<file path="src/sv/qrk_pkg.sv">
// Shared constants for the ordered key queue with removal by key.
`timescale 1ns / 1ps

package qrk_pkg;

    // Queue depth, 1 to 64 entries.
    localparam int QUEUE_DEPTH = 8;

    localparam int IDX_W = (QUEUE_DEPTH > 1) ? $clog2(QUEUE_DEPTH) : 1;
    localparam int CNT_W = $clog2(QUEUE_DEPTH + 1);

    localparam int KEY_W    = 14;
    localparam int STATUS_W = 3;
    localparam int MOVED_W  = 3;
    localparam int OCC_W    = 4;

    // Occupancy as reported on the result port, saturated at 15.
    localparam int OCC_FULL = (QUEUE_DEPTH > 15) ? 15 : QUEUE_DEPTH;

    localparam logic KIND_PUSH   = 1'b0;
    localparam logic KIND_REMOVE = 1'b1;

    localparam logic [STATUS_W-1:0] ST_PUSHED        = 3'd0;
    localparam logic [STATUS_W-1:0] ST_FULL          = 3'd1;
    localparam logic [STATUS_W-1:0] ST_REMOVED_FRONT = 3'd2;
    localparam logic [STATUS_W-1:0] ST_REMOVED_MOVED = 3'd3;
    localparam logic [STATUS_W-1:0] ST_NOT_FOUND     = 3'd4;

endpackage

</file>
<file path="src/sv/queue_remove_by_key.sv">
// Top level: ordered key queue with removal by key, held in one synchronous memory.
`timescale 1ns / 1ps

// Ordered key queue of up to QUEUE_DEPTH 14-bit keys, oldest at position 0.
// A push beat (kind 0) appends the key at the back or reports full; a remove
// beat (kind 1) searches from the newest entry towards the oldest for the key,
// takes the newest match out and closes the gap, reporting how many older
// entries stood ahead of it. Every input beat yields exactly one result beat.
// The keys live in a single memory with one write port and one registered
// read port; a small sequencer walks it one entry per cycle. One item is in
// work at a time. A push goes from acceptance straight to the finish state.
// A remove reads entries during the search, newest first, until it hits or
// has read the oldest entry, then moves each newer entry down one place to
// close the gap, then finishes. The search and the compaction both go
// through the one read port, one entry a cycle. The finished result sits in
// an output register, and the next beat is taken as soon as the sequencer
// is idle, even while that result still waits. Entries come up undefined
// after reset; only the state, the occupancy count and the output valid are
// cleared, and no entry beyond the occupancy count is ever read.
module queue_remove_by_key
    import qrk_pkg::*;
(
    input  logic                clk,
    input  logic                rst_n,
    input  logic                in_valid,
    output logic                in_ready,
    input  logic                kind,
    input  logic [KEY_W-1:0]    plate,
    output logic                out_valid,
    input  logic                out_ready,
    output logic [STATUS_W-1:0] status,
    output logic [MOVED_W-1:0]  moved_count,
    output logic [OCC_W-1:0]    occupancy
);

    localparam logic [1:0] S_IDLE   = 2'd0;
    localparam logic [1:0] S_SEARCH = 2'd1;
    localparam logic [1:0] S_SHIFT  = 2'd2;
    localparam logic [1:0] S_FINISH = 2'd3;

    // Key store and its registered read port.
    logic [KEY_W-1:0] mem [QUEUE_DEPTH];
    logic [KEY_W-1:0] rd_data_reg;
    logic             mem_we;
    logic [IDX_W-1:0] mem_waddr;
    logic [KEY_W-1:0] mem_wdata;
    logic [IDX_W-1:0] mem_raddr;

    // Sequencer state.
    logic [1:0]          state_reg, state_next;
    logic [CNT_W-1:0]    count_reg, count_next;
    logic [IDX_W-1:0]    idx_reg, idx_next;
    logic [KEY_W-1:0]    key_reg, key_next;
    logic [STATUS_W-1:0] pend_status_reg, pend_status_next;
    logic [MOVED_W-1:0]  pend_moved_reg, pend_moved_next;

    // Output register.
    logic                out_valid_reg, out_valid_next;
    logic [STATUS_W-1:0] status_reg, status_next;
    logic [MOVED_W-1:0]  moved_reg, moved_next;
    logic [OCC_W-1:0]    occ_reg, occ_next;

    logic [7:0] cnt8;
    logic [7:0] idx8;
    logic       in_beat;
    logic       out_free;

    assign cnt8     = 8'(count_reg);
    assign idx8     = 8'(idx_reg);
    assign in_ready = (state_reg == S_IDLE);
    assign in_beat  = in_valid && in_ready;
    assign out_free = !out_valid_reg || out_ready;

    // Saturate a position to the width of moved_count.
    function automatic logic [MOVED_W-1:0] sat_moved(input logic [IDX_W-1:0] pos);
        logic [7:0] ext;
        ext = 8'(pos);
        sat_moved = (ext > 8'd7) ? 3'd7 : ext[MOVED_W-1:0];
    endfunction

    // Saturate the entry count to the width of occupancy.
    function automatic logic [OCC_W-1:0] sat_occ(input logic [CNT_W-1:0] cnt);
        logic [7:0] ext;
        ext = 8'(cnt);
        sat_occ = (ext > 8'd15) ? 4'd15 : ext[OCC_W-1:0];
    endfunction

    always_comb
    begin
        state_next       = state_reg;
        count_next       = count_reg;
        idx_next         = idx_reg;
        key_next         = key_reg;
        pend_status_next = pend_status_reg;
        pend_moved_next  = pend_moved_reg;
        out_valid_next   = out_valid_reg && !out_ready;
        status_next      = status_reg;
        moved_next       = moved_reg;
        occ_next         = occ_reg;
        mem_we           = 1'b0;
        mem_waddr        = idx_reg;
        mem_wdata        = key_reg;
        mem_raddr        = idx_reg;

        case (state_reg)
            S_IDLE:
            begin
                if (in_beat)
                begin
                    key_next        = plate;
                    pend_moved_next = '0;
                    if (kind == KIND_PUSH)
                    begin
                        // Append at the back unless every slot is taken.
                        if (cnt8 >= 8'(QUEUE_DEPTH))
                        begin
                            pend_status_next = ST_FULL;
                        end
                        else
                        begin
                            mem_we           = 1'b1;
                            mem_waddr        = IDX_W'(cnt8);
                            mem_wdata        = plate;
                            count_next       = count_reg + CNT_W'(1);
                            pend_status_next = ST_PUSHED;
                        end
                        state_next = S_FINISH;
                    end
                    else if (cnt8 == 8'd0)
                    begin
                        pend_status_next = ST_NOT_FOUND;
                        state_next       = S_FINISH;
                    end
                    else
                    begin
                        // Start the search at the newest entry.
                        mem_raddr  = IDX_W'(cnt8 - 8'd1);
                        idx_next   = IDX_W'(cnt8 - 8'd1);
                        state_next = S_SEARCH;
                    end
                end
            end

            S_SEARCH:
            begin
                // rd_data_reg holds the entry at idx_reg.
                if (rd_data_reg == key_reg)
                begin
                    pend_moved_next  = sat_moved(idx_reg);
                    pend_status_next = (idx8 == 8'd0) ? ST_REMOVED_FRONT : ST_REMOVED_MOVED;
                    if (idx8 + 8'd1 < cnt8)
                    begin
                        // Fetch the next newer entry to move down into the gap.
                        mem_raddr  = IDX_W'(idx8 + 8'd1);
                        state_next = S_SHIFT;
                    end
                    else
                    begin
                        count_next = count_reg - CNT_W'(1);
                        state_next = S_FINISH;
                    end
                end
                else if (idx8 == 8'd0)
                begin
                    pend_status_next = ST_NOT_FOUND;
                    state_next       = S_FINISH;
                end
                else
                begin
                    mem_raddr = IDX_W'(idx8 - 8'd1);
                    idx_next  = IDX_W'(idx8 - 8'd1);
                end
            end

            S_SHIFT:
            begin
                // Move entry idx_reg + 1 down to idx_reg, fetch the one after.
                mem_we    = 1'b1;
                mem_waddr = idx_reg;
                mem_wdata = rd_data_reg;
                if (idx8 + 8'd2 < cnt8)
                begin
                    mem_raddr = IDX_W'(idx8 + 8'd2);
                    idx_next  = IDX_W'(idx8 + 8'd1);
                end
                else
                begin
                    count_next = count_reg - CNT_W'(1);
                    state_next = S_FINISH;
                end
            end

            S_FINISH:
            begin
                // Hold until the output register can take the result.
                if (out_free)
                begin
                    out_valid_next = 1'b1;
                    status_next    = pend_status_reg;
                    moved_next     = pend_moved_reg;
                    occ_next       = sat_occ(count_reg);
                    state_next     = S_IDLE;
                end
            end

            default:
            begin
                state_next = S_IDLE;
            end
        endcase
    end

    always_ff @(posedge clk)
    begin
        if (mem_we)
        begin
            mem[mem_waddr] <= mem_wdata;
        end
        rd_data_reg <= mem[mem_raddr];
    end

    always_ff @(posedge clk or negedge rst_n)
    begin
        if (!rst_n)
        begin
            state_reg     <= S_IDLE;
            count_reg     <= '0;
            out_valid_reg <= 1'b0;
        end
        else
        begin
            state_reg     <= state_next;
            count_reg     <= count_next;
            out_valid_reg <= out_valid_next;
        end
    end

    always_ff @(posedge clk)
    begin
        idx_reg         <= idx_next;
        key_reg         <= key_next;
        pend_status_reg <= pend_status_next;
        pend_moved_reg  <= pend_moved_next;
        status_reg      <= status_next;
        moved_reg       <= moved_next;
        occ_reg         <= occ_next;
    end

    assign out_valid   = out_valid_reg;
    assign status      = status_reg;
    assign moved_count = moved_reg;
    assign occupancy   = occ_reg;

endmodule

</file>
<file path="config.mk">
export PLATFORM = sky130hd
export DESIGN_NAME = queue_remove_by_key
export DESIGN_NICKNAME = d
export VERILOG_FILES = /design/src/sv/qrk_pkg.sv /design/src/sv/queue_remove_by_key.sv
export SDC_FILE = /design/constraint.sdc
export NUM_CORES = 1
export LEC_CHECK = 0
export BUFFER_PORTS_ARGS = -buffer_cell sky130_fd_sc_hd__buf_2
export CORE_MARGIN = 5
export CORE_UTILIZATION = 45
export DETAILED_ROUTE_END_ITERATION = 6
export PLACE_DENSITY_LB_ADDON = 0.12
export SETUP_SLACK_MARGIN = 0.2
export SLEW_MARGIN = 20
export SYNTH_ARGS = -nofsm -noshare
export SYNTH_HDL_FRONTEND = slang
export SYNTH_SLANG_ARGS = --single-unit
</file>
<file path="constraint.sdc">
create_clock -name clk -period 3.25 [get_ports clk]
set_clock_uncertainty 0.2 [all_clocks]
set_input_delay 0.4875 -clock clk [delete_from_list [all_inputs] [get_ports clk]]
set_output_delay 0.4875 -clock clk [all_outputs]
set_load 0.05 [all_outputs]
</file>
### Word-level counts from Yosys, hierarchy flattened

Memories as Yosys holds them, arrays and structs flattened. A register that Yosys moved wholly into a read port is not among the register bits.
Cells that the tools add are included.
Widths: inputs -> output; s select.

| operators by class | value |
|---|---|
| multiplexer cells | 54 |
| $add $sub $neg | 6 |
| divide/modulo/power cells | 0 |
| bitwise gates (word level) | 0 |
| reduce and logical (&&, ||, !) cells | 17 |
| shift-type cells | 0 |
| $mul | 0 |
| equal/unequal tests | 15 |
| $lt $le $gt $ge | 3 |

Operators with widths:

| cell | number |
|---|---|
| $mux 3 | 20 |
| $mux 14 | 3 |
| $pmux 14 s2 | 1 |
| $mux 4 | 6 |
| $pmux 3 s3 | 2 |
| $logic_not 8->1 | 2 |
| $ne 2x2->1 const B | 8 |
| $eq 14x14->1 | 1 |
| $mux 2 | 7 |
| $pmux 3 s2 | 2 |
| $pmux 4 s3 | 1 |
| $mux 1 | 10 |
| $lt 4x4->1 | 2 |
| $pmux 2 s4 | 1 |
| $reduce_and 4->1 | 2 |
| $reduce_and 7->1 | 1 |
| $reduce_and 3->1 | 2 |
| $sub 3x1->3 const B | 2 |
| $add 3x1->4 const B | 1 |
| $add 3x2->4 const B | 1 |
| $add 4x1->4 const B | 1 |
| $eq 2x2->1 const B | 2 |
| $ge 4x4->1 const B | 1 |
| $reduce_and 2->1 | 2 |
| 12 further kinds | 14 |

| storage, ports and cells | value |
|---|---|
| memory bits (writable) | 112 |
| bits in registers | 40 |
| output and inout port bits | 12 |
| ROM bits | 0 |
| latch bits | 0 |
| input port bits | 19 |
| memories | 1 |

Memory list:

| name | depth | bits a word | rd ports | clocked after Yosys merged registers in | wr ports | line | RTL |
|---|---|---|---|---|---|---|---|
| mem | 8 | 14 | 1 | 1 | 1 | queue_remove_by_key.sv:42 | `logic [KEY_W-1:0] mem [QUEUE_DEPTH];` |

### Longest topological paths before layout

Gate-level depths: netlist (run 1).

| logic depth | value |
|---|---|
| word-level depth | 7 |
| gate-level depth with buffers | 14 |
| gate-level depth less buffers | 11 |

### Least setup slack after synthesis (run 1)

Ideal clock, no wire load.

| timing path | value |
|---|---|
| path kind | reg-to-reg |
| start | reg state_reg[0] |
| end | mem mem[7][0], enable pin |
| setup time | 0.384 ns |
| data required time | 2.666 ns |
| stages on the path, launching flop included | 9 |
| buffers on the path | 2 |
| setup slack | -0.333 ns |
| data arrival time | 2.999 ns |
| period minus slack after synthesis | 3.583 ns |
| path through | dfrtp_1 inv_1 ha_1 buf_2 and2_1 and2_1 clkbuf_1 a21oi_1 nor2_1 |

| between the ends | value |
|---|---|
| cells in the longest elaborated chain, start to end | 6 |
| elaborated cells on any way between the ends | 9 |
| those cells by class | eq/ne: 1; mux: 6; reduce/logical: 2 |

RTL lines:

| item | line | RTL |
|---|---|---|
| start: declaration | queue_remove_by_key.sv:50 | `logic [1:0] state_reg, state_next;` |
| start signal: assignment | queue_remove_by_key.sv:232 | `state_reg <= state_next;` |
| $logic_not 2->1 (*) | queue_remove_by_key.sv:70 | `assign in_ready = (state_reg == S_IDLE);` |
| named net in_ready | queue_remove_by_key.sv:26 | `output logic in_ready,` |
| $logic_and 1x1->1 | queue_remove_by_key.sv:71 | `assign in_beat = in_valid && in_ready;` |
| $mux 1 | queue_remove_by_key.sv:108 | `if (in_beat)` |
| $pmux 1 s2 | queue_remove_by_key.sv:105 | `case (state_reg)` |
| $mux 1 | queue_remove_by_key.sv:215 | `if (mem_we)` |
| $mux 1 (implied by the code) | queue_remove_by_key.sv:217 | `mem[mem_waddr] <= mem_wdata;` |
| end: declaration | queue_remove_by_key.sv:42 |  |

Mark *: on every way through the listed nets, which the timed path passes. The rest lies on a longest branch.

### Final worst setup path (run 1)

| timing path | value |
|---|---|
| start | reg idx_reg[0] |
| end | reg rd_data_reg[4], read port of mem |

| between the ends | value |
|---|---|
| cells in the longest elaborated chain, start to end | 5 |
| elaborated cells on any way between the ends | 14 |
| those cells by class | add/sub: 3; order compare: 2; mux: 8; reduce/logical: 1 |

RTL lines:

| item | line | RTL |
|---|---|---|
| start: declaration | queue_remove_by_key.sv:52 | `logic [IDX_W-1:0] idx_reg, idx_next;` |
| start signal: assignment | queue_remove_by_key.sv:240 | `idx_reg <= idx_next;` |
| $add 3x1->4 | queue_remove_by_key.sv:154 | `mem_raddr = IDX_W'(idx8 + 8'd1);` |
| $lt 4x4->1 | queue_remove_by_key.sv:151 | `if (idx8 + 8'd1 < cnt8)` |
| $mux 3 | queue_remove_by_key.sv:151 |  |
| $mux 3 | queue_remove_by_key.sv:147 | `if (rd_data_reg == key_reg)` |
| $pmux 3 s3 (*) | queue_remove_by_key.sv:105 |  |
| end: declaration | queue_remove_by_key.sv:43 | `logic [KEY_W-1:0] rd_data_reg;` |

Every way passes the cells marked *; elsewhere a longest branch is shown, timed or not.
A chain may end at the register's enable or synchronous reset.

==> flow_metrics.env, run 1 <==
export IMPL_finalMaxSlewViolations=0
export IMPL_routed_via_density=5.999
export IMPL_antenna_found_initial=0
export IMPL_cts_root_buffer="clkbuf_16"
export IMPL_cts_max_level=4
export IMPL_tns_ps=-38.73
export IMPL_synthTopCellsByCount="edfxtp_1, o21ai_0, a41oi_1, nand2_1, nor2_1"
export IMPL_finalHoldViolCount=0
export IMPL_numCtsBuffers=17
export IMPL_synth_most_common_cell="edfxtp_1"
export IMPL_min_path_type="input pin to flip-flop"
export IMPL_final_antenna_net_count=0
export IMPL_grt_pass1_wl_um=31360
export IMPL_cp_start_kind="flip-flop"
export IMPL_synth_top_area_cell="edfxtp_1"
export IMPL_critPathMaxStageDelay_ps=520
export IMPL_area_growth_pct=21.86
export IMPL_vias=5513
export IMPL_ios=31
export IMPL_r2r_worst_path_cells=13
export IMPL_synth_top_family_by_area="compound AO/OA/AOI/OAI gates"
export IMPL_crit_path_end_kind="flip-flop"
export IMPL_die_h_um=142.4
export IMPL_final_nets=718
export IMPL_synth_edf_count=145
export IMPL_run_status="finished, violations left"
export IMPL_ys_seq_area_share_pct=61.02
export IMPL_dieArea_um2=20260
export IMPL_gp_congestion=0.8667
export IMPL_first_iter_violations=499
export IMPL_syn_area_um2=7883
export IMPL_layout_drive_gt1_share_pct=27.95
export IMPL_criticalPathCategory="flip-flop to flip-flop"
export IMPL_grt_use_total_pct=20.57
export IMPL_fin_crit_ps=3269
export IMPL_grt_util_met3_pct=4.704
export IMPL_grt_start_max_net_pins=57
export IMPL_grt_busiest_layer="met1"
export IMPL_synth_compound_area_share_pct=20.22
export IMPL_cts_tree="done"
export IMPL_synth_avg_cell_area_um2=12.65
export IMPL_yosysTopAreaCellShare_pct=55.24
export IMPL_cap_violations=0
export IMPL_layoutNonFillerInstCount=919
export IMPL_synthTopCellsByArea="edfxtp_1, a41oi_1, o21ai_0"
export IMPL_crit_fanout=28
export IMPL_start_util_pct=45.73
export IMPL_postSynthCellCount=623
export IMPL_grt_pass1_vias=5319
export IMPL_drc=0
export IMPL_dp_hpwl_um=12850
export IMPL_core_area_um2=17240
export IMPL_async_flop_share_pct=4.217
export IMPL_dr_pass1_iters=6
export IMPL_arrival_ps=3380
export IMPL_globalRouteMet2Util_pct=30.04
export IMPL_tightest_slew_ps=633.1
export IMPL_cp_data_required_time_ps=3360
export IMPL_min_period_over_period_pct=100.6
export IMPL_dp_cells=876
export IMPL_setup_viol=4
export IMPL_max_freq_mhz=305.9
export IMPL_num_rows=48
export IMPL_clockBufferDepth=2
export IMPL_synth_simple_area_share_pct=6.984
export IMPL_violations="negative setup slack"
export IMPL_cp_slowest_cell="edfxtp_1"
export IMPL_synth_fa_ha_area_share_pct=2.952
export IMPL_synth_xor_area_share_pct=2.333
export IMPL_synth_distinct_cells=60
export IMPL_yosysWarnings=0
export IMPL_rsz0062_at_grt="true"
export IMPL_cp_endpoint="rd_data_reg[4]$_DFF_P_"
export IMPL_fin_ws_ps=-18.84
export IMPL_clk_latency_ps=420
export IMPL_timing_rr_end="rd_data_reg[4]$_DFF_P_"
export IMPL_portBuffers=30
export IMPL_clkTransAtPathRegs_ps=70
export IMPL_fill_cells=1415
export IMPL_r2r_start="idx_reg[0]$_DFFE_PP_"
export IMPL_maxSlewHeadroom_pct=57.54
export IMPL_wl_per_cell_um=21.89
export IMPL_synth_main_ff_cell="edfxtp_1"
export IMPL_r2r_slack_ps=-20
export IMPL_drt_total_wl_um=20120
export IMPL_largest_reg_flops=112
export IMPL_diodes=0
export IMPL_fin_util_pct=55.73
export IMPL_crit_path_start="idx_reg[0]$_DFFE_PP_"
export IMPL_clock_sinks=166
export IMPL_syn_nets=660
export IMPL_crit_path_cell_trace="ha_4, xor2_2, ha_2, nor3_2, buf_4, a211oi_4, o21ai_1, and3b_2, o31a_1, buf_12, a41oi_2, a22oi_1, mux2_4"
export IMPL_ys_ff_latch=166
export IMPL_die_w_um=142.4
export IMPL_use_met1_pct=30.84
export IMPL_synth_mux_area_share_pct=2.857
export IMPL_gr_total_overflow=0
area by class of cell:
cell class	count	area, um2	area share [%]
Clock inverter	15	170.2	1.772
Sequential cell	166	4810	50.07
Tap cell	225	281.5	2.931
Multi-Input combinational cell	393	3134	32.63
Clock buffer	17	425.4	4.429
Timing Repair Buffer	91	734.5	7.646
Inverter	12	50.05	0.5210
per-stage QoR:
stage	hold WS (ps)	worst slack, ps	area [um2]
after floorplan	-8.091	-0.8613	8123
after global placement	131.6	-81.85	8787
after detailed placement	138.4	-126.8	8787
after CTS	39.76	8.590	9523
after global routing	38.63	-143.5	9605
final	55.29	-18.84	9605
what timing repair did:
item	in CTS	in global routing
gates cloned	0	0
buffers inserted	8	2
hold buffers	1	0
gates resized for setup	12	10
hold endpoints to repair	7	0
endpoints found under the setup margin	14	14
pin swaps	6	0
per-layer routing:
metal  up-vias  routed length (um)
li1       2584                   -
met1      2713                9440
met2       192                9049
met3        24                1329
met4         0                 299
met5         -                   0
cell usage in the layout (no fill, tap or decap), types with 3 or more instances in the layout:
cell       synthesis  routed
a41oi_2            0      18
a41oi_1           56      38
nand2b_1           3       3
and3_1             4       4
ha_2               0       3
dfxtp_1           14      14
inv_6              0       4
a21oi_1           22      19
nand4_1            3       3
buf_4              3      48
edfxtp_1         145     145
dfrtp_1            7       7
buf_2             16      30
nand2_1           51      49
a221o_1           13      13
a22oi_1           28      27
o22a_1             3       3
mux2_4            10      10
ha_1              17      10
clkbuf_16          0      17
a21oi_2            0       3
inv_1             11       9
mux2_2             4       4
buf_12             0       9
and2_1             9       8
nand3_1            3       3
o21ai_0           63      62
nor2_4             0       8
a31oi_1            6       6
nor3_1             8       6
xnor2_1           19      19
clkinv_4           0       3
nor2_1            30      22
ha_4               0       4
buf_6              2       3
kinds of logic (layout without fill, tap and decap cells):
group / count (synthesis) / count (layout)
DFF: 166 / 166
xor gates and xnor gates: 21 / 21
muxes: 17 / 17
adders and majority gates: 18 / 18
buffers and inverters: 64 / 135
AOI/OAI and AO/OA: 218 / 218
and+or+nand+nor: 119 / 119
how the worst min path moves through the flow:
stage,depth (start not counted),from,slack (ps),to
finish,1,plate[1],60,key_reg[1]$_DFFE_PP_
CTS,1,plate[1],40,key_reg[1]$_DFFE_PP_
global route,1,plate[2],40,key_reg[2]$_DFFE_PP_
floorplan,0,rst_n,-8,count_reg[0]$_DFFE_PN0P_
detailed placement,1,rst_n,140,out_valid$_DFF_PN0_
global placement,1,rst_n,130,count_reg[0]$_DFFE_PN0P_
critical path: cells and delay by family, from the launching register on:
kind                     cells  cell delay [ps]
multiplexers                 1              270
XOR/XNOR                     1              160
flip-flops                   1              520
buffers and inverters        2              330
adder cells (fa/ha/maj)      2              450
AND/OR/NAND/NOR              2              270
AO/OA/AOI/OAI                5              950
Power of run 1 is left out: the tool's default activity adds up to more than one toggle a clock period on the data nets, which glitch-free logic cannot reach.
==> inputs of run 2 (changes only) <==
--- a/config.mk
+++ b/config.mk
@@ -7,7 +7,7 @@
 export LEC_CHECK = 0
 export BUFFER_PORTS_ARGS = -buffer_cell sky130_fd_sc_hd__buf_2
 export CORE_MARGIN = 5
-export CORE_UTILIZATION = 45
+export CORE_UTILIZATION = 56
 export DETAILED_ROUTE_END_ITERATION = 6
 export PLACE_DENSITY_LB_ADDON = 0.12
 export SETUP_SLACK_MARGIN = 0.2
==> run 2 against run 1 <==
Net effect:
- fmax decreased by 4.4%
- critical endpoint is now rd_data_reg[3]$_DFF_P_
- final cell count decreased by 6.4%
- register-to-register slack got worse by 150 ps
- flip-flop and latch count unchanged
- setup slack got worse by 150 ps
- core utilization increased by 13 points
- routed wire length decreased by 5.0%
- the run still ends with negative setup slack left
- via count increased by 1.3%
- count of clock-buffer cells in the layout increased by 1
- critical path type unchanged
- global-route usage increased by 3.4 points
- sequential share of layout area increased by 0.64 points
- non-clock buffer count decreased by 14
==> flow_metrics.env, run 2 (synthesized netlist as in run 1, its figures left out) <==
export IMPL_clkTransAtPathRegs_ps=70
export IMPL_min_path_type="input pin to flip-flop"
export IMPL_finalHoldViolCount=0
export IMPL_grt_pass1_wl_um=29920
export IMPL_register_area_um2=4810
export IMPL_core_area_um2=13830
export IMPL_max_freq_mhz=292.5
export IMPL_violations="negative setup slack"
export IMPL_cp_slowest_cell="edfxtp_1"
export IMPL_first_iter_violations=452
export IMPL_gp_congestion=0.9017
export IMPL_dp_hpwl_um=11600
export IMPL_antenna_found_initial=0
export IMPL_routed_via_density=6.493
export IMPL_crit_path_cell_trace="buf_4, inv_4, ha_4, ha_4, a21bo_4, a211oi_4, o21ai_1, and3b_2, o31a_1, buf_12, a41oi_1, a22oi_1, mux2_4"
export IMPL_cts_tree="done"
export IMPL_drt_total_wl_um=19120
export IMPL_grt_pass1_vias=5477
export IMPL_dieArea_um2=16550
export IMPL_largest_reg_flops=112
export IMPL_clockBufferDepth=2
export IMPL_critPathMaxStageDelay_ps=440
export IMPL_gr_total_overflow=0
export IMPL_cp_data_required_time_ps=3370
export IMPL_finalMaxSlewViolations=0
export IMPL_final_area_um2=9484
export IMPL_crit_path_end_kind="flip-flop"
export IMPL_num_rows=43
export IMPL_crit_fanout=28
export IMPL_min_period_over_period_pct=105.2
export IMPL_arrival_ps=3540
export IMPL_setup_viol=14
export IMPL_post_dp_cell_area_um2=8636
export IMPL_layout_commonest_cell="edfxtp_1"
export IMPL_maxSlewHeadroom_pct=56.01
export IMPL_dr_pass1_iters=5
export IMPL_cap_violations=0
export IMPL_wl_per_cell_um=22.23
export IMPL_multi_input_area_um2=3142
export IMPL_cts_max_level=4
export IMPL_numCtsBuffers=17
export IMPL_layout_cells_most_common_list="edfxtp_1, o21ai_0, nand2_1, buf_4, a41oi_1"
export IMPL_rsz0062_at_grt="true"
export IMPL_die_w_um=128.6
export IMPL_crit_buf_inv=3
export IMPL_cp_top_family="compound AO/OA/AOI/OAI gates"
export IMPL_crit_path_start="idx_reg[1]$_DFFE_PP_"
export IMPL_die_h_um=128.6
export IMPL_grt_start_max_net_pins=57
export IMPL_drc=0
export IMPL_grt_use_total_pct=23.97
export IMPL_clock_sinks=166
export IMPL_cp_start_kind="flip-flop"
export IMPL_final_nets=704
export IMPL_min_delay_start="plate[4]"
export IMPL_tightest_slew_ps=658.2
export IMPL_portBuffers=30
export IMPL_cpMostUsedCell="ha_4"
export IMPL_cts_root_buffer="clkbuf_16"
export IMPL_final_antenna_net_count=0
export IMPL_run_status="finished, violations left"
export IMPL_fill_cells=935
export IMPL_fin_ws_ps=-169.0
export IMPL_vias=5584
export IMPL_ios=31
export IMPL_area_growth_pct=20.32
export IMPL_diodes=0
export IMPL_r2r_start="idx_reg[1]$_DFFE_PP_"
export IMPL_layout_drive_gt1_share_pct=27.21
export IMPL_fin_crit_ps=3419
export IMPL_criticalPathCategory="flip-flop to flip-flop"
export IMPL_start_util_pct=57.01
export IMPL_clk_latency_ps=430
==> run 2: cell types whose count changed in the layout (fill, tap and decap cells not counted), sizes merged <==
cell / previous run / this run
clkbuf: 17 / 18
inv: 16 / 17
clkinv: 8 / 4
bufinv: 2 / 4
buf: 90 / 76
==> run 2: path summary, 6_finish.rpt <==
| path | endpoint | slack, ps | cells after the start |
|---|---|---|---|
| min in group asynchronous | state_reg[1]$_DFFE_PN0P_ | 230 | 2 |
| setup reg to reg | rd_data_reg[3]$_DFF_P_ | -170 | 13 |
| setup / recovery | rd_data_reg[3]$_DFF_P_ | -170 | 13 |
| hold reg to reg | moved_count[0]$_DFFE_PP_ | 220 | 0 |
| hold / removal | key_reg[4]$_DFFE_PP_ | 60 | 1 |
| max in group asynchronous | count_reg[0]$_DFFE_PN0P_ | 2470 | 2 |
==> run 2: layer usage <==
| layer | global-route usage [%] | part of all wire, % | vias up |
|---|---|---|---|
| li1 | - | - | 2555 |
| met1 | 33.73 | 44 | 2775 |
| met2 | 37.71 | 47 | 216 |
| met3 | 4.400 | 5.9 | 38 |
| met4 | 8.586 | 2.3 | 0 |
| met5 | 0 | 0 | - |
==> run 2: layout make-up <==
class | instances | area share [%]
Sequential cell | 166 | 50.71
Multi-Input combinational cell | 393 | 33.13
Timing Repair Buffer | 77 | 6.385
Clock buffer | 18 | 4.631
Tap cell | 180 | 2.375
Clock inverter | 14 | 2.243
Inverter | 12 | 0.5277
==> run 2: stage by stage <==
stage	utilization (%)	TNS [ps]	hold WS [ps]	instances	setup slack, ps
floorplan	-	-8.613	-8.091	623	-0.8613
CTS	67.80	-619.4	51.66	855	-82.00
detailed placement	62.46	-1608	131.9	820	-151.9
finish	68.59	-1794	57.37	860	-169.0
global placement	62.46	-909.4	126.3	820	-86.94
global route	68.59	-3121	45.52	860	-242.9
==> run 2: repair_timing <==
action,CTS,global route
pin swaps,4,2
endpoints found under the hold margin,7,0
setup endpoints to repair,14,14
cloned,0,0
gates resized for setup,9,12
buffers inserted,2,5
hold buffers,1,0
Power of run 2 is left out for the same reason.
